==> src/rtl/cik_fifo.sv <==
// Small flip-flop queue with first-word fall-through read, for depths of two and more.
`timescale 1ns / 1ps
`default_nettype none
module cik_fifo #(
   parameter int WIDTH = 8,
   parameter int DEPTH = 2
) (
   input  wire logic             clock,
   input  wire logic             reset,
   input  wire logic             push,
   input  wire logic [WIDTH-1:0] wr_data,
   output logic                  full,
   input  wire logic             pop,
   output logic [WIDTH-1:0]      rd_data,
   output logic                  empty
);

   localparam int PTR_W = $clog2(DEPTH);
   localparam int CNT_W = $clog2(DEPTH + 1);

   logic [WIDTH-1:0] mem_ff [DEPTH];
   logic [PTR_W-1:0] wr_ptr_ff, wr_ptr_in;
   logic [PTR_W-1:0] rd_ptr_ff, rd_ptr_in;
   logic [CNT_W-1:0] count_ff, count_in;
   logic             do_push;
   logic             do_pop;

   assign full    = (count_ff == CNT_W'(DEPTH));
   assign empty   = (count_ff == '0);
   assign rd_data = mem_ff[rd_ptr_ff];
   assign do_push = push && !full;
   assign do_pop  = pop && !empty;

   always_comb begin
      wr_ptr_in = wr_ptr_ff;
      rd_ptr_in = rd_ptr_ff;
      count_in  = count_ff;
      if (do_push) begin
         wr_ptr_in = (wr_ptr_ff == PTR_W'(DEPTH - 1)) ? '0 : wr_ptr_ff + 1'b1;
      end
      if (do_pop) begin
         rd_ptr_in = (rd_ptr_ff == PTR_W'(DEPTH - 1)) ? '0 : rd_ptr_ff + 1'b1;
      end
      if (do_push && !do_pop) begin
         count_in = count_ff + 1'b1;
      end else if (do_pop && !do_push) begin
         count_in = count_ff - 1'b1;
      end
   end

   always_ff @(posedge clock) begin
      if (reset) begin
         wr_ptr_ff <= '0;
         rd_ptr_ff <= '0;
         count_ff  <= '0;
      end else begin
         wr_ptr_ff <= wr_ptr_in;
         rd_ptr_ff <= rd_ptr_in;
         count_ff  <= count_in;
      end
   end

   always_ff @(posedge clock) begin
      if (do_push) begin
         mem_ff[wr_ptr_ff] <= wr_data;
      end
   end

endmodule
`default_nettype wire

==> config.mk <==
export PLATFORM = sky130hd
export DESIGN_NAME = cik_fifo
export DESIGN_NICKNAME = d
export VERILOG_FILES = /design/src/rtl/cik_fifo.sv
export SDC_FILE = /design/constraint.sdc
export NUM_CORES = 1
export LEC_CHECK = 0
export BUFFER_PORTS_ARGS = -buffer_cell sky130_fd_sc_hd__buf_2
export CAP_MARGIN = 20
export CORE_MARGIN = 2
export CORE_UTILIZATION = 32
export CTS_CLUSTER_SIZE = 8
export DETAILED_ROUTE_END_ITERATION = 10
export PLACE_DENSITY = 0.63
export SLEW_MARGIN = 20
export SYNTH_ARGS = -nofsm -noshare
export SYNTH_HDL_FRONTEND = slang
export SYNTH_SLANG_ARGS = --single-unit
export TNS_END_PERCENT = 30
==> constraint.sdc <==
create_clock -name clock -period 1.7 [get_ports clock]
set_input_delay 0.085 -clock clock [delete_from_list [all_inputs] [get_ports clock]]
set_output_delay 0.085 -clock clock [all_outputs]
set_load 0.005 [all_outputs]
# Word level (Yosys, flattened, before mapping)
# Memory sizes are Yosys's and may differ from the RTL's. A register that Yosys moved wholly into a read port is not among the register bits.
# Index checks and enable logic that the tools add are counted.
# totals
regBits	4
ramBits	16
wordCells	27
memories	1
# mem_list
memory	depth	width	read_ports	rd_clocked_by_memory_dff	wr	line	rtl
mem_ff	2	8	1	1	1	21	logic [WIDTH-1:0] mem_ff [DEPTH];
# op_classes
n_addsub	4
eq_ne	1
muxes	8
n_reduce_logical	10
# op_table
cell	count
$mux W1	6
$logic_and A1 B1 Y1	4
$logic_not A1 Y1	4
$mux W2	2
$add A1 B1 Y1 const B	2
$add A2 B1 Y2 const B	1
$eq A2 B2 Y1 const B	1
$logic_not A2 Y1	1
$reduce_bool A2 Y1	1
$sub A2 B1 Y2 const B	1

# Longest topological paths before layout
# logic_depth
word_depth	7
depth_mapped	6
depth_no_buf	6

# Least setup slack after synthesis
# No wires, ideal clock.
# synth_path
kind	reg2reg
start	register count_ff[0]
end	register count_ff[1]
setup_time_ns	0.070
arrival_time_ns	1.386
t_required_ns	1.630
setup_slack_ns	0.245
path_stages_with_launch	5
synth_period_minus_slack_ns	1.455
path_cell_list	dfxtp_1 o21ai_0 ha_1 or3_1 a21oi_1
# synth_between
elab_chain_len	6
elab_cells_between_ends	15
# synth_rtl
element	line	rtl
from (decl)	24	logic [CNT_W-1:0] count_ff, count_in;
from (signal assigned)	59	count_ff <= count_in;
$eq A2 B2 Y1 / $logic_not A2 Y1 (equally long branches)	28, 29	
$logic_not A1 Y1, on equally long branches	31, 32	
$logic_and A1 B1 Y1, on equally long branches	31, 32	
$logic_not A1 Y1, on equally long branches	46, 44	
$logic_and A1 B1 Y1, on equally long branches	46, 44	
$reduce_bool A2 Y1 (no line) / $mux W2 (equally long branches)	--	
# Parallel ways exist; a longest one is shown, timed or not. The select of a mux whose other input is x is not followed.
# A chain may end at the register's enable or synchronous reset.

# Final worst setup path
# Same ends and word-level chain as after synthesis.

==> summary.txt <==
Layout
  • # diodes: 0
  • Cell area after layout: 1050 um^2
  • Share of layout cells above drive strength 1: 41.0%
  • Nets: 97
  • Commonest non-fill, non-tap cell in the layout: buf_2
  • Area Growth Syn to Fin: 32.2%
  • Commonest non-fill, non-tap cells in the layout: buf_2 (21), edfxtp_1 (16), dlygate4sd3_1 (9)

CTS
  • Clock slew at reported path FFs: 0.11 ns
  • Total CTS buffers: 3
  • CTS sink count: 21
  • Clock root cell: clkbuf_4
  • Longest Clk Path Bufs: 2
  • Clk Latency, worst-skew pair: 0.30 ns
  • H-tree depth: 1
  • CTS tree: built

Pwr
  • Clock group share of total power: 17.3%
  • Lkg Pwr: 0.418 nW
  • P_int: 0.955 mW
  • PwrDens: 1270 nW/um^2
  • Reg power frac: 54.2%
  • Maximum vdd drop: 755 uV
  • Combinational share of power: 28.5%
  • Switching share of power: 28.1%
  • P_sw: 0.374 mW

Synthesis
  • Area leader, netlist: edfxtp_1
  • Syn_area_per_cell: 15.9 um^2
  • Cell area after synthesis: 793 um^2
  • Cells after Synth: 50
  • Yosys reg bits: 21
  • Syn_nets: 63
  • Unique cell type count in the Yosys netlist: 13
  • Synth area leaders: edfxtp_1 (61%), dfxtp_1 (13%), mux2_2 (11%), xor2_1 (3.3%), nor2_1 (2.4%)
  • Syn. warnings: 0
  • Post-synth top area share: 60.6%
  • Sequential area share after synthesis: 73.2%

Critical path
  • Worst reg2reg path depth: 4
  • CP Class: flop to flop
  • CP required: 1.93 ns
  • CP Launch Type: flop
  • Crit Path Max Fanout: 5
  • Crit path arrival time: 1.78 ns
  • CP Capture Type: flop

Timing
  • RSZ-0062 raised after global routing: false
  • Worst clock skew: 0.00888 ns
  • Slew HR: 73.0%
  • Final worst path period share: 91.1%
  • Crit path time final: 1.55 ns
  • Fmax: 646 MHz
  • Hold Fails Final Rpt: 0
  • Setup_tns: 0 ns
  • Final setup fails: 0
  • Tightest Pin Transition: 0.405 ns
  • Slew Limit Fails: 0

Route
  • Via count: 494
  • DR WL/cell: 11.0 um
  • DRT iter0 DRCs: 6
  • Routed WL: 1240 um
  • Drc violations: 0
  • Routed Antenna Nets: 0
  • Vias per Instance: 4.37
  • DRT Pass-1 Iters: 2

Global routing
  • Largest net degree at the start of global routing: 13
  • GRT Total Usage: 9.84%
  • First-pass GRT wire length: 1870 um
  • Overflow after GRT: 0
  • Vias in the first global route: 472
  • Antenna violations before repair: 0

Floorplanning
  • Core ar.: 2410 um^2
  • IO Pins: 22
  • Initial core utilization: 32.9%
  • DIE AREA: 2890 um^2
  • Die X: 53.8 um
  • Cell row count: 18
  • Die H: 53.8 um

Status
  • Status: complete, no violations

Worst hold path
  • Worst hold path depth: 4
  • HP Class: primary input to flop

Place
  • GP Congestion: 0.641
  • Cell Area, Placed: 931 um^2
  • Port bufs: 21
  • Dpl hpwl: 858 um

Flow run
  • Max Cap Viol: 0
-- power by group through the flow --
stage	sequential, mW	combinational [mW]	clock (mW)
floorplan	0.699	0.267	0
global placement	0.730	0.362	0
detailed placement	0.735	0.366	0
CTS	0.725	0.385	0.244
global route	0.735	0.422	0.267
finish	0.721	0.378	0.230
-- metrics by stage --
step / setup WS [ns] / cells / hold WS, ns / power (mW) / util (%)
detailed placement: 0.179 / 100 / 0.281 / 1.10 / 38.6
global placement: 0.215 / 100 / 0.276 / 1.09 / 38.6
floorplan: 0.245 / 50 / 0.154 / 0.966 / -
finish: 0.151 / 113 / 0.160 / 1.33 / 43.5
CTS: 0.144 / 113 / 0.139 / 1.35 / 43.5
global route: 0.00993 / 113 / 0.174 / 1.42 / 43.5
-- final cells by class --
class / count / area (um^2)
tap: 30 / 37.5
fill: 229 / 1360
multi-input combinational: 26 / 200
sequential: 21 / 581
clock inverter: 1 / 5.00
clock buffer: 3 / 22.5
timing repair buffer: 30 / 195
inverter: 2 / 7.51
-- per-layer routing --
layer / vias to the layer above / global-route usage [%] / wire length [um]
met4: 0 / 8.97 / 27
met1: 227 / 9.59 / 527
met5: - / 0 / 0
li1: 246 / - / -
met2: 17 / 16.7 / 604
met3: 4 / 2.78 / 81
-- cells in the mapped netlist --
| cell type | count |
|---|---|
| nor2b_2 | 1 |
| o21ai_0 | 3 |
| buf_2 | 1 |
| inv_1 | 2 |
| or3_1 | 2 |
| edfxtp_1 | 16 |
| dfxtp_1 | 5 |
| a21oi_1 | 2 |
| nor2_1 | 5 |
| mux2_2 | 8 |
| ha_1 | 1 |
| and2_1 | 1 |
| xor2_1 | 3 |
-- timing repair --
item | CTS | global route
resized for setup | 0 | 0
hold endpoints to repair | 21 | 0
endpoints found under the setup margin | 0 | 0
setup buffers | 0 | 0
hold buffers | 9 | 0
-- worst paths after layout --
check | startpoint | to | slack (ns)
setup reg to reg | count_ff[0]$_SDFFE_PP0P_ | count_ff[1]$_SDFFE_PP0P_ | 0.15
hold reg to reg | wr_ptr_ff$_SDFFE_PP0N_ | wr_ptr_ff$_SDFFE_PP0N_ | 0.50
setup / recovery | count_ff[0]$_SDFFE_PP0P_ | count_ff[1]$_SDFFE_PP0P_ | 0.15
hold / removal | push | wr_ptr_ff$_SDFFE_PP0N_ | 0.16
-- worst max-delay path, cell delays in order (launching register included) --
cell	delay [ns]
dfxtp_1	0.38
o21ai_0	0.28
ha_1	0.31
or3_1	0.37
a21oi_1	0.14
-- logic make-up after synthesis --
group | after synthesis | share of synthesized area [%]
flip-flops | 21 | 73.2
adder cells (fa/ha/maj) | 1 | 1.58
buffers and inverters | 3 | 1.58
AO/OA/AOI/OAI | 5 | 3.15
AND/OR/NAND/NOR | 9 | 5.84
XOR/XNOR | 3 | 3.31
multiplexers | 8 | 11.4
-- sequential cells by signal, summed over array words and instances (netlist names), named ones only --
| register | flops |
|---|---|
| wr_ptr_ff | 1 |
| count_ff | 2 |
| rd_ptr_ff | 1 |
| mem_ff | 16 |
Note: power is estimated with default switching activity, not from simulation.
