`src/rtl/cik_pkg.sv`:
```
// Shared types, constants and codes of the chassis inverse kinematics unit.
`timescale 1ns / 1ps
`default_nettype none
package cik_pkg;

   localparam int CMD_DEPTH = 2;
   localparam int RSP_DEPTH = 2;

   localparam int LANES = 4;
   localparam int CSR_INDEX_W = 3;
   localparam int CSR_DATA_W = 32;

   localparam int NORM_W = 16;
   localparam int SPEED_W = 31;
   localparam int COEFF_W = 32;
   localparam int WHEEL_W = 32;

   localparam logic [SPEED_W-1:0] INV_SQRT2_Q31 = 31'd1518500250;
   localparam logic [SPEED_W-1:0] UNIT_Q16 = 31'd65536;

   typedef enum logic [1:0] {
      OP_DISABLE,
      OP_HEADLESS,
      OP_ENABLE,
      OP_UNKNOWN
   } op_type;

   typedef enum logic [1:0] {
      STATUS_DRIVEN,
      STATUS_STOPPED,
      STATUS_IGNORED
   } status_type;

   typedef enum logic [1:0] {
      CHASSIS_MECANUM_X,
      CHASSIS_MECANUM_O,
      CHASSIS_OMNI_X,
      CHASSIS_OMNI_CROSS
   } chassis_kind_type;

   typedef enum logic [CSR_INDEX_W-1:0] {
      REG_CHASSIS_TYPE,
      REG_TOP_SPEED,
      REG_TOP_TURN_RATE,
      REG_INV_RADIUS,
      REG_ROT_COEFF,
      REG_CROSS_A_COEFF,
      REG_CROSS_B_COEFF
   } reg_index_type;

   typedef struct packed {
      chassis_kind_type           chassis;
      logic [SPEED_W-1:0]         top_speed;
      logic [SPEED_W-1:0]         top_turn_rate;
      logic [SPEED_W-1:0]         inv_radius;
      logic signed [COEFF_W-1:0]  rot_coeff;
      logic signed [COEFF_W-1:0]  cross_a_coeff;
      logic signed [COEFF_W-1:0]  cross_b_coeff;
   } cfg_type;

   localparam cfg_type CFG_RESET = '{
      chassis:       CHASSIS_MECANUM_X,
      top_speed:     UNIT_Q16,
      top_turn_rate: UNIT_Q16,
      inv_radius:    UNIT_Q16,
      rot_coeff:     32'sd65536,
      cross_a_coeff: 32'sd65536,
      cross_b_coeff: 32'sd65536
   };

   typedef struct packed {
      status_type                status;
      logic signed [NORM_W-1:0]  norm_vx;
      logic signed [NORM_W-1:0]  norm_vy;
      logic signed [NORM_W-1:0]  norm_w;
   } cmd_type;

   typedef struct packed {
      logic        valid;
      status_type  status;
   } ctl_type;

   typedef struct packed {
      logic signed [WHEEL_W-1:0]  wheel_lf;
      logic signed [WHEEL_W-1:0]  wheel_lb;
      logic signed [WHEEL_W-1:0]  wheel_rb;
      logic signed [WHEEL_W-1:0]  wheel_rf;
      status_type                 status;
   } rsp_type;

endpackage
`default_nettype wire

```
`src/rtl/cik_fifo.sv`:
```
// Small flip-flop queue with first-word fall-through read, for depths of two and more.
`timescale 1ns / 1ps
`default_nettype none
module cik_fifo #(
   parameter int WIDTH = 8,
   parameter int DEPTH = 2
) (
   input  wire logic             clock,
   input  wire logic             reset,
   input  wire logic             push,
   input  wire logic [WIDTH-1:0] wr_data,
   output logic                  full,
   input  wire logic             pop,
   output logic [WIDTH-1:0]      rd_data,
   output logic                  empty
);

   localparam int PTR_W = $clog2(DEPTH);
   localparam int CNT_W = $clog2(DEPTH + 1);

   logic [WIDTH-1:0] mem_ff [DEPTH];
   logic [PTR_W-1:0] wr_ptr_ff, wr_ptr_in;
   logic [PTR_W-1:0] rd_ptr_ff, rd_ptr_in;
   logic [CNT_W-1:0] count_ff, count_in;
   logic             do_push;
   logic             do_pop;

   assign full    = (count_ff == CNT_W'(DEPTH));
   assign empty   = (count_ff == '0);
   assign rd_data = mem_ff[rd_ptr_ff];
   assign do_push = push && !full;
   assign do_pop  = pop && !empty;

   always_comb begin
      wr_ptr_in = wr_ptr_ff;
      rd_ptr_in = rd_ptr_ff;
      count_in  = count_ff;
      if (do_push) begin
         wr_ptr_in = (wr_ptr_ff == PTR_W'(DEPTH - 1)) ? '0 : wr_ptr_ff + 1'b1;
      end
      if (do_pop) begin
         rd_ptr_in = (rd_ptr_ff == PTR_W'(DEPTH - 1)) ? '0 : rd_ptr_ff + 1'b1;
      end
      if (do_push && !do_pop) begin
         count_in = count_ff + 1'b1;
      end else if (do_pop && !do_push) begin
         count_in = count_ff - 1'b1;
      end
   end

   always_ff @(posedge clock) begin
      if (reset) begin
         wr_ptr_ff <= '0;
         rd_ptr_ff <= '0;
         count_ff  <= '0;
      end else begin
         wr_ptr_ff <= wr_ptr_in;
         rd_ptr_ff <= rd_ptr_in;
         count_ff  <= count_in;
      end
   end

   always_ff @(posedge clock) begin
      if (do_push) begin
         mem_ff[wr_ptr_ff] <= wr_data;
      end
   end

endmodule
`default_nettype wire

```
`src/rtl/cik_front.sv`:
```
// Command front end: accepts velocity commands, classifies the operation and queues them.
`timescale 1ns / 1ps
`default_nettype none
module cik_front #(
   parameter int CMD_DEPTH = cik_pkg::CMD_DEPTH
) (
   input  wire logic                             clock,
   input  wire logic                             reset,
   input  wire logic                             req_push,
   output logic                                  req_full,
   input  wire logic [1:0]                       req_operation,
   input  wire logic signed [cik_pkg::NORM_W-1:0] req_norm_vx,
   input  wire logic signed [cik_pkg::NORM_W-1:0] req_norm_vy,
   input  wire logic signed [cik_pkg::NORM_W-1:0] req_norm_w,
   input  wire logic                             cmd_pop,
   output cik_pkg::cmd_type                      cmd,
   output logic                                  cmd_empty
);

   cik_pkg::cmd_type cmd_wr;

   always_comb begin
      cmd_wr.norm_vx = req_norm_vx;
      cmd_wr.norm_vy = req_norm_vy;
      cmd_wr.norm_w  = req_norm_w;
      unique case (cik_pkg::op_type'(req_operation))
         cik_pkg::OP_ENABLE: begin
            cmd_wr.status = cik_pkg::STATUS_DRIVEN;
         end
         cik_pkg::OP_DISABLE, cik_pkg::OP_HEADLESS: begin
            cmd_wr.status = cik_pkg::STATUS_STOPPED;
         end
         cik_pkg::OP_UNKNOWN: begin
            cmd_wr.status = cik_pkg::STATUS_IGNORED;
         end
         default: begin
            cmd_wr.status = cik_pkg::STATUS_IGNORED;
         end
      endcase
   end

   cik_fifo #(
      .WIDTH ($bits(cik_pkg::cmd_type)),
      .DEPTH (CMD_DEPTH)
   ) u_cmd_queue (
      .clock   (clock),
      .reset   (reset),
      .push    (req_push),
      .wr_data (cmd_wr),
      .full    (req_full),
      .pop     (cmd_pop),
      .rd_data (cmd),
      .empty   (cmd_empty)
   );

endmodule
`default_nettype wire

```
`config.mk`:
```
export PLATFORM = sky130hd
export DESIGN_NAME = cik_front
export DESIGN_NICKNAME = d
export VERILOG_FILES = /design/src/rtl/cik_pkg.sv /design/src/rtl/cik_fifo.sv /design/src/rtl/cik_front.sv
export SDC_FILE = /design/constraint.sdc
export NUM_CORES = 1
export LEC_CHECK = 0
export ABC_AREA = 1
export BUFFER_PORTS_ARGS = -buffer_cell sky130_fd_sc_hd__buf_2
export CAP_MARGIN = 15
export CORE_ASPECT_RATIO = 2
export CORE_UTILIZATION = 45
export CTS_CLUSTER_SIZE = 28
export DETAILED_ROUTE_END_ITERATION = 10
export HOLD_SLACK_MARGIN = 0.08
export PLACE_DENSITY = 0.7
export SETUP_SLACK_MARGIN = 0.1
export SYNTH_ARGS = -nofsm -noshare
export SYNTH_HDL_FRONTEND = slang
export SYNTH_HIERARCHICAL = 1
export SYNTH_SLANG_ARGS = --single-unit
export TNS_END_PERCENT = 5
```
`constraint.sdc`:
```
create_clock -name clock -period 4.5 [get_ports clock]
set_input_delay 1.125 -clock clock [delete_from_list [all_inputs] [get_ports clock]]
set_output_delay 1.125 -clock clock [all_outputs]
set_load 0.02 [all_outputs]
```
Word-level counts from Yosys, hierarchy flattened
Memory sizes are Yosys's and may differ from the RTL's. A register that Yosys moved wholly into a read port is not among the register bits.
Cells that the tools add are included.
Cells by class
  equal/unequal tests: 4
  mux-type cells: 9
  reductions and logical operators: 12
  add/subtract/negate cells: 4
Operators by type and width (count)
  2-bit == test (second input constant): 3
  1-bit 2-to-1 mux: 6
  2-bit one-hot mux with 3 select lines: 1
  1-bit logical AND: 4
  1-bit logical NOT: 4
  2-bit logical NOT: 2
  2-bit 2-to-1 mux: 2
  1-bit adder (second input constant): 2
  2-bit by 1-bit adder with 2-bit output (second input constant): 1
  2-bit by 1-bit == test with 1-bit output (second input constant): 1
  2-bit nonzero test: 1
  2-bit OR reduction: 1
  2-bit by 1-bit subtractor with 2-bit output (second input constant): 1
Word-level totals
  output and inout port bits: 52
  memories: 1
  bits in registers: 4
  bits in writable memories: 100
  input bits: 54
Memories
  u_cmd_queue.mem_ff: words 2, width 50, read ports 1, clocked after Yosys merged registers in 1, write ports 1, line cik_fifo.sv:21  | logic [WIDTH-1:0] mem_ff [DEPTH];

Depth between registers and ports, before layout
Gate-level depths: netlist (run 1).
  word-level depth: 7
  mapped depth: 10
  depth with buffers taken out: 10

Hierarchy
Netlist (run 1), hierarchy kept.
Modules (own cells, without submodules)
  cik_fifo: times used 1, area an instance 4115.2 um^2, cells each 193, seq. area each 3103.0 um^2
  cik_front: times used 1, area an instance 11.3 um^2, cells each 3, seq. area each 0.0 um^2

Least setup slack after synthesis (run 1)
OpenSTA, ideal clock, no wires.
  path kind: input -> register
  start point: in req_push
  end point: mem u_cmd_queue/mem_ff[0][0] (netlist name) (enable)
  setup slack: 750 ps
  arrival time: 3293 ps
  buffers on the path: 0
  stages: 2
  cells stage by stage: o21ai_2 nor2_1
Between the ends
  cells in the longest elaborated chain, start to end: 3
RTL lines
  start: declaration: line cik_front.sv:9  | input wire logic req_push,
  1-bit logical AND: line cik_fifo.sv:31  | assign do_push = push && !full;
  1-bit 2-to-1 mux: line cik_fifo.sv:64  | if (do_push) begin
  1-bit 2-to-1 mux (not written as such): line cik_fifo.sv:65  | mem_ff[wr_ptr_ff] <= wr_data;
  end: declaration: line cik_fifo.sv:21
Every way passes these cells.

==> metrics.csv, run 1 <==
metric;value;unit
outcome;completed;
synth.avg_cell_area;21.1;um^2
first_pass_iters;4;
drive_above_1_share;0.565;
met1_length;2400;um
cellLeakagePower;0.00200;uW
dp_hpwl;4840;um
worstMarginPinSlew;976;ps
drt-initial-drc-count;69;
top_layer_used;met4;
synth_cell_types;16;
num_vias;1998;
p_sw;812;uW
ctsResizeCount;0;
p_clk_frac;0.259;
power.density;567;nW/um^2
setup_viol;0;
groute.usage.overall;0.147;
ir_drop;0.414;mV
synth-seq-area-share;0.752;
fmax;0.336;GHz
cts_tree;built;
synthesis.nets;251;
portBuffers;105;
n_antenna_cell;0;
grt_pass1_vias;2064;
fin_crit;2980;ps
cap_violations;0;
final-seq-area;3110;um^2
clk_pin_slew;60;ps
cp.arrival;1850;ps
netSwitchingFraction;0.287;
n_fill_cell;717;
hold_buffers;0;
cts.sinks;105;
rows;49;
met2_length;4030;um
p_total;2830;uW
clock_path_buffers;2;
antenna_found_initial;0;
synth.area.top_cells;edfxtp_1 73%, mux2_4 18%, buf_12 2.4%, dfxtp_1 2.4%, inv_1 0.91%;
ios;106;
initial_core_util;0.461;
wl_per_cell;16.5;um
cp_max_fo;50;
worstSetupPathType;flop to primary output;
p_comb_frac;0.264;
final_area;4990;um^2
hold_viol_final;0;
routed-wl-met3;268;um
place.gp.congestion;0.703;
fin_skew;4.56;ps
cts_setup_buffers;0;
hold_ws;553;ps
die_x;69.7;um
grt_pass1_wl;10200;um
ant_nets;0;
fin_crit_sh;0.662;
wirelength;6840;um
multi_input_area;886;um^2
hold_start;u_cmd_queue/wr_ptr_ff$_SDFFE_PP0P_;
cts_root_buf;clkbuf_16;
finalNonFillerCells;415;
cts_buffers;9;
htreeDepth;3;
grt_max_degree;51;
critPathCaptureType;primary output;
clock_latency;330;ps
nets;363;
synth-seq-cells;105;
core;8950;um^2
die_area;9580;um^2
grt-ovfl-total;0;
crit_required;3380;ps
pwr-share-seq;0.477;
syn_to_final_growth;20.9;%
yosysTopAreaCellShare;0.728;
cp-start-kind;flop;
synth_area_leader_cell;edfxtp_1;
slew_headroom;0.348;
reg2reg_from;u_cmd_queue/count_ff[0]$_SDFFE_PP0P_;
slew_violations;0;
synth_area;4130;um^2
routed_via_density;4.81;
p_int;2020;uW
synthCells;196;
holdCritPathClass;flop to flop;
yosys_warnings;6;
tns;0;ps
die_height;137;um
drc_errors;0;
rsz0062_at_grt;false;
dp_cells;399;
placed_area;4700;um^2
==> worst max-delay path: stages, from the launching register on <==
cell and delay [ps]:
dfxtp_4 950, mux2_4 360, buf_2 160
==> cell usage after synthesis <==
| library cell | number |
|---|---|
| inv_1 | 10 |
| buf_6 | 1 |
| and2_1 | 1 |
| buf_12 | 5 |
| mux2_4 | 50 |
| a21oi_1 | 1 |
| nor2_1 | 9 |
| ha_1 | 1 |
| o21ai_2 | 2 |
| nand4_1 | 1 |
| o21ai_0 | 3 |
| inv_2 | 1 |
| nand3_1 | 1 |
| dfxtp_1 | 5 |
| edfxtp_1 | 100 |
| nand2_1 | 5 |
==> kinds of logic after synthesis <==
group | synth area share
AND/OR/NAND/NOR | 0.0170
AO/OA/AOI/OAI | 0.00909
multiplexers | 0.182
flip-flops | 0.752
buffers and inverters | 0.0370
adder cells (fa/ha/maj) | 0.00303
==> worst paths after layout <==
kind	endpoint	cells after the start	slack, ps
setup / recovery	cmd[18]	2	1520
setup reg to reg	u_cmd_queue/mem_ff[1][13]$_DFFE_PP_	3	2370
hold / removal	u_cmd_queue/wr_ptr_ff$_SDFFE_PP0P_	2	550
hold reg to reg	u_cmd_queue/wr_ptr_ff$_SDFFE_PP0P_	2	550
==> power groups by stage <==
stage / registers (uW) / clock network, uW / logic [uW]
floorplan: 1300 / 0 / 646
finish: 1350 / 733 / 745
global placement: 1360 / 0 / 744
detailed placement: 1370 / 0 / 755
CTS: 1360 / 750 / 758
global route: 1370 / 785 / 796
==> routing by layer <==
layer | vias to the layer above | GRT usage
li1 | 965 | -
met2 | 60 | 0.278
met4 | 0 | 0.0778
met1 | 964 | 0.148
met3 | 9 | 0.0322
met5 | - | 0
==> cell type report <==
type | instances | area share
inverter | 11 | 0.00827
sequential | 105 | 0.623
clock inverter | 6 | 0.0118
multi-input combinational | 74 | 0.178
clock buffer | 10 | 0.0459
timing repair buffer | 107 | 0.108
tap | 102 | 0.0256
==> stage by stage <==
stage                util  setup slack (ps)
floorplan               -               750
detailed placement  0.525              1650
finish              0.557              1520
global placement    0.525              1660
CTS                 0.557              1490
global route        0.557              1450
==> cell usage in the layout, fill, tap and decap left out, drive strengths merged <==
cell type and instances:
buf 107, edfxtp 100, mux2 50, inv 11, clkbuf 10, nor2 9
nand2 5, dfxtp 5, o21ai 5, clkinv 3, clkinvlp 2, bufinv 1
a21oi 1, and2 1, nand3 1, nand4 1, ha 1
==> flip-flops by register name, indices dropped and copies added, names as in the netlist, named ones only <==
register and cells:
u_cmd_queue/wr_ptr_ff 1, u_cmd_queue/rd_ptr_ff 1, u_cmd_queue/mem_ff 100, u_cmd_queue/count_ff 2
Note: power is estimated with default switching activity, not from simulation.
==> run 2: changes to the inputs <==
- PLACE_DENSITY: 0.7 -> 0.72
- clock period: 4.5 -> 2.7 ns (I/O delays scaled with it)
==> metrics.csv, run 2 (synthesis gave the netlist of run 1 again) <==
metric;value;unit;change
outcome;completed;;
cts.sinks;105;;unchanged
core;8950;um^2;unchanged
p_total;4740;uW;+68%
worstSetupPathType;flop to primary output;;
rsz0062_at_grt;false;;
largest_reg_flops;100;;unchanged
met2_length;3770;um;-6.4%
ir_drop;0.816;mV;+97%
drc_errors;0;;unchanged
wirelength;6570;um;-3.9%
fin_crit_sh;0.849;;
die_area;9580;um^2;unchanged
groute.usage.overall;0.145;;-0.00166
routed_via_density;4.80;;-0.20%
holdCritPathClass;input pin to flop;;
die_x;69.7;um;unchanged
fin_crit;2290;ps;
grt_pass1_vias;2058;;-0.29%
cp_max_fo;13;;-74%
grt_pass1_wl;10100;um;-0.61%
slew_headroom;0.721;;+0.373
fmax;0.436;GHz;
regToRegSetupSlack;1060;ps;-1310 ps
cts_buffers;9;;unchanged
clock_path_buffers;2;;unchanged
num_vias;2018;;+1.0%
place.gp.congestion;0.689;;-2.1%
routed-wl-met3;328;um;+22%
crit_required;2030;ps;-1350 ps
critPathCaptureType;primary output;;
top_register;u_cmd_queue/mem_ff;;
grt_max_degree;31;;-39%
n_fill_cell;719;;+0.28%
cap_violations;0;;unchanged
clk_pin_slew;70;ps;about the same
wl_per_cell;15.6;um;-5.0%
top_layer_used;met4;;
nets;368;;+1.4%
grt-ovfl-total;0;;unchanged
final_common_cell;buf_2;;
portBuffers;105;;unchanged
cp.arrival;1620;ps;-230 ps
first_pass_iters;4;;unchanged
rows;49;;unchanged
dp_cells;404;;+1.3%
reg2reg_from;u_cmd_queue/count_ff[1]$_SDFFE_PP0P_;;
n_antenna_cell;0;;unchanged
ctsResizeCount;0;;unchanged
initial_core_util;0.461;;unchanged
dp_hpwl;4720;um;-2.5%
clock_latency;330;ps;about the same
cellLeakagePower;0.00203;uW;+1.6%
top_regs;u_cmd_queue/mem_ff x100, u_cmd_queue/count_ff x2;;
drt-initial-drc-count;86;;+25%
final_util;0.563;;+0.00559
syn_to_final_growth;22.1;%;
antenna_found_initial;0;;unchanged
hold_start;req_norm_vy[6];;
slew_violations;0;;unchanged
worstMarginPinSlew;419;ps;-557 ps
cp-start-kind;flop;;
fin_skew;4.92;ps;+0.359 ps
met1_length;2280;um;-5.3%
finalNonFillerCells;420;;+1.2%
cts_setup_buffers;0;;unchanged
drive_above_1_share;0.569;;+0.00369
cts_tree;built;;
ant_nets;0;;unchanged
power.density;941;nW/um^2;+66%
ios;106;;unchanged
hold_viol_final;0;;unchanged
cts_root_buf;clkbuf_16;;
htreeDepth;3;;unchanged
mostFrequentLayoutCells;105 x buf_2, 100 x edfxtp_1, 50 x mux2_4;;
hold_buffers;0;;unchanged
setup_viol;0;;unchanged
die_height;137;um;unchanged
run 2: changes by cell type in the layout (fill, tap and decap cells not counted):
| cell | before | now |
|---|---|---|
| buf_4 | 2 | 6 |
| buf_12 | 0 | 1 |
| clkinv_1 | 1 | 2 |
| clkinv_2 | 2 | 1 |
| clkinv_4 | 0 | 1 |
| clkinvlp_4 | 2 | 1 |
run 2: power breakdown:
part	switching (uW)	internal [uW]	leakage, uW
Sequential	103	2060	0.000975
Combinational	745	607	0.000918
Clock	514	712	0.000138
Total	1360	3380	0.00203
run 2: through the flow:
| step | area (um^2) | setup WS (ps) | hold WS (ps) | TNS (ps) |
|---|---|---|---|---|
| CTS | 5040 | 379 | 510 | 0 |
| global placement | 4750 | 751 | 518 | 0 |
| global route | 5040 | 343 | 503 | 0 |
| detailed placement | 4750 | 750 | 543 | 0 |
| finish | 5040 | 408 | 526 | 0 |
| floorplan | 4130 | -600 | 475 | -60010 |
run 2: final timing paths:
kind | to | cells after the start
hold reg to reg | u_cmd_queue/wr_ptr_ff$_SDFFE_PP0P_ | 2
setup reg to reg | u_cmd_queue/count_ff[1]$_SDFFE_PP0P_ | 9
hold / removal | u_cmd_queue/mem_ff[0][22]$_DFFE_PP_ | 1
setup / recovery | cmd[33] | 3
run 2: area by class of cell:
class,count,area (um^2),share of cell area
clock inverters,6,58.8,0.0117
well taps,102,128,0.0253
flip-flops and latches,105,3110,0.616
multi-input cells,74,886,0.176
inverters,11,41.3,0.00819
repair buffers,112,591,0.117
clock buffers,10,229,0.0454
run 2: critical path, stage by stage, from the launching register on:
cell and delay, ps:
dfxtp_4 510, buf_4 290, mux2_4 320, buf_2 160
run 2: metal layers:
layer / vias up / GRT usage
met1: 965 / 0.144
met5: - / 0
li1: 976 / -
met4: 0 / 0.0867
met2: 63 / 0.263
met3: 14 / 0.0446
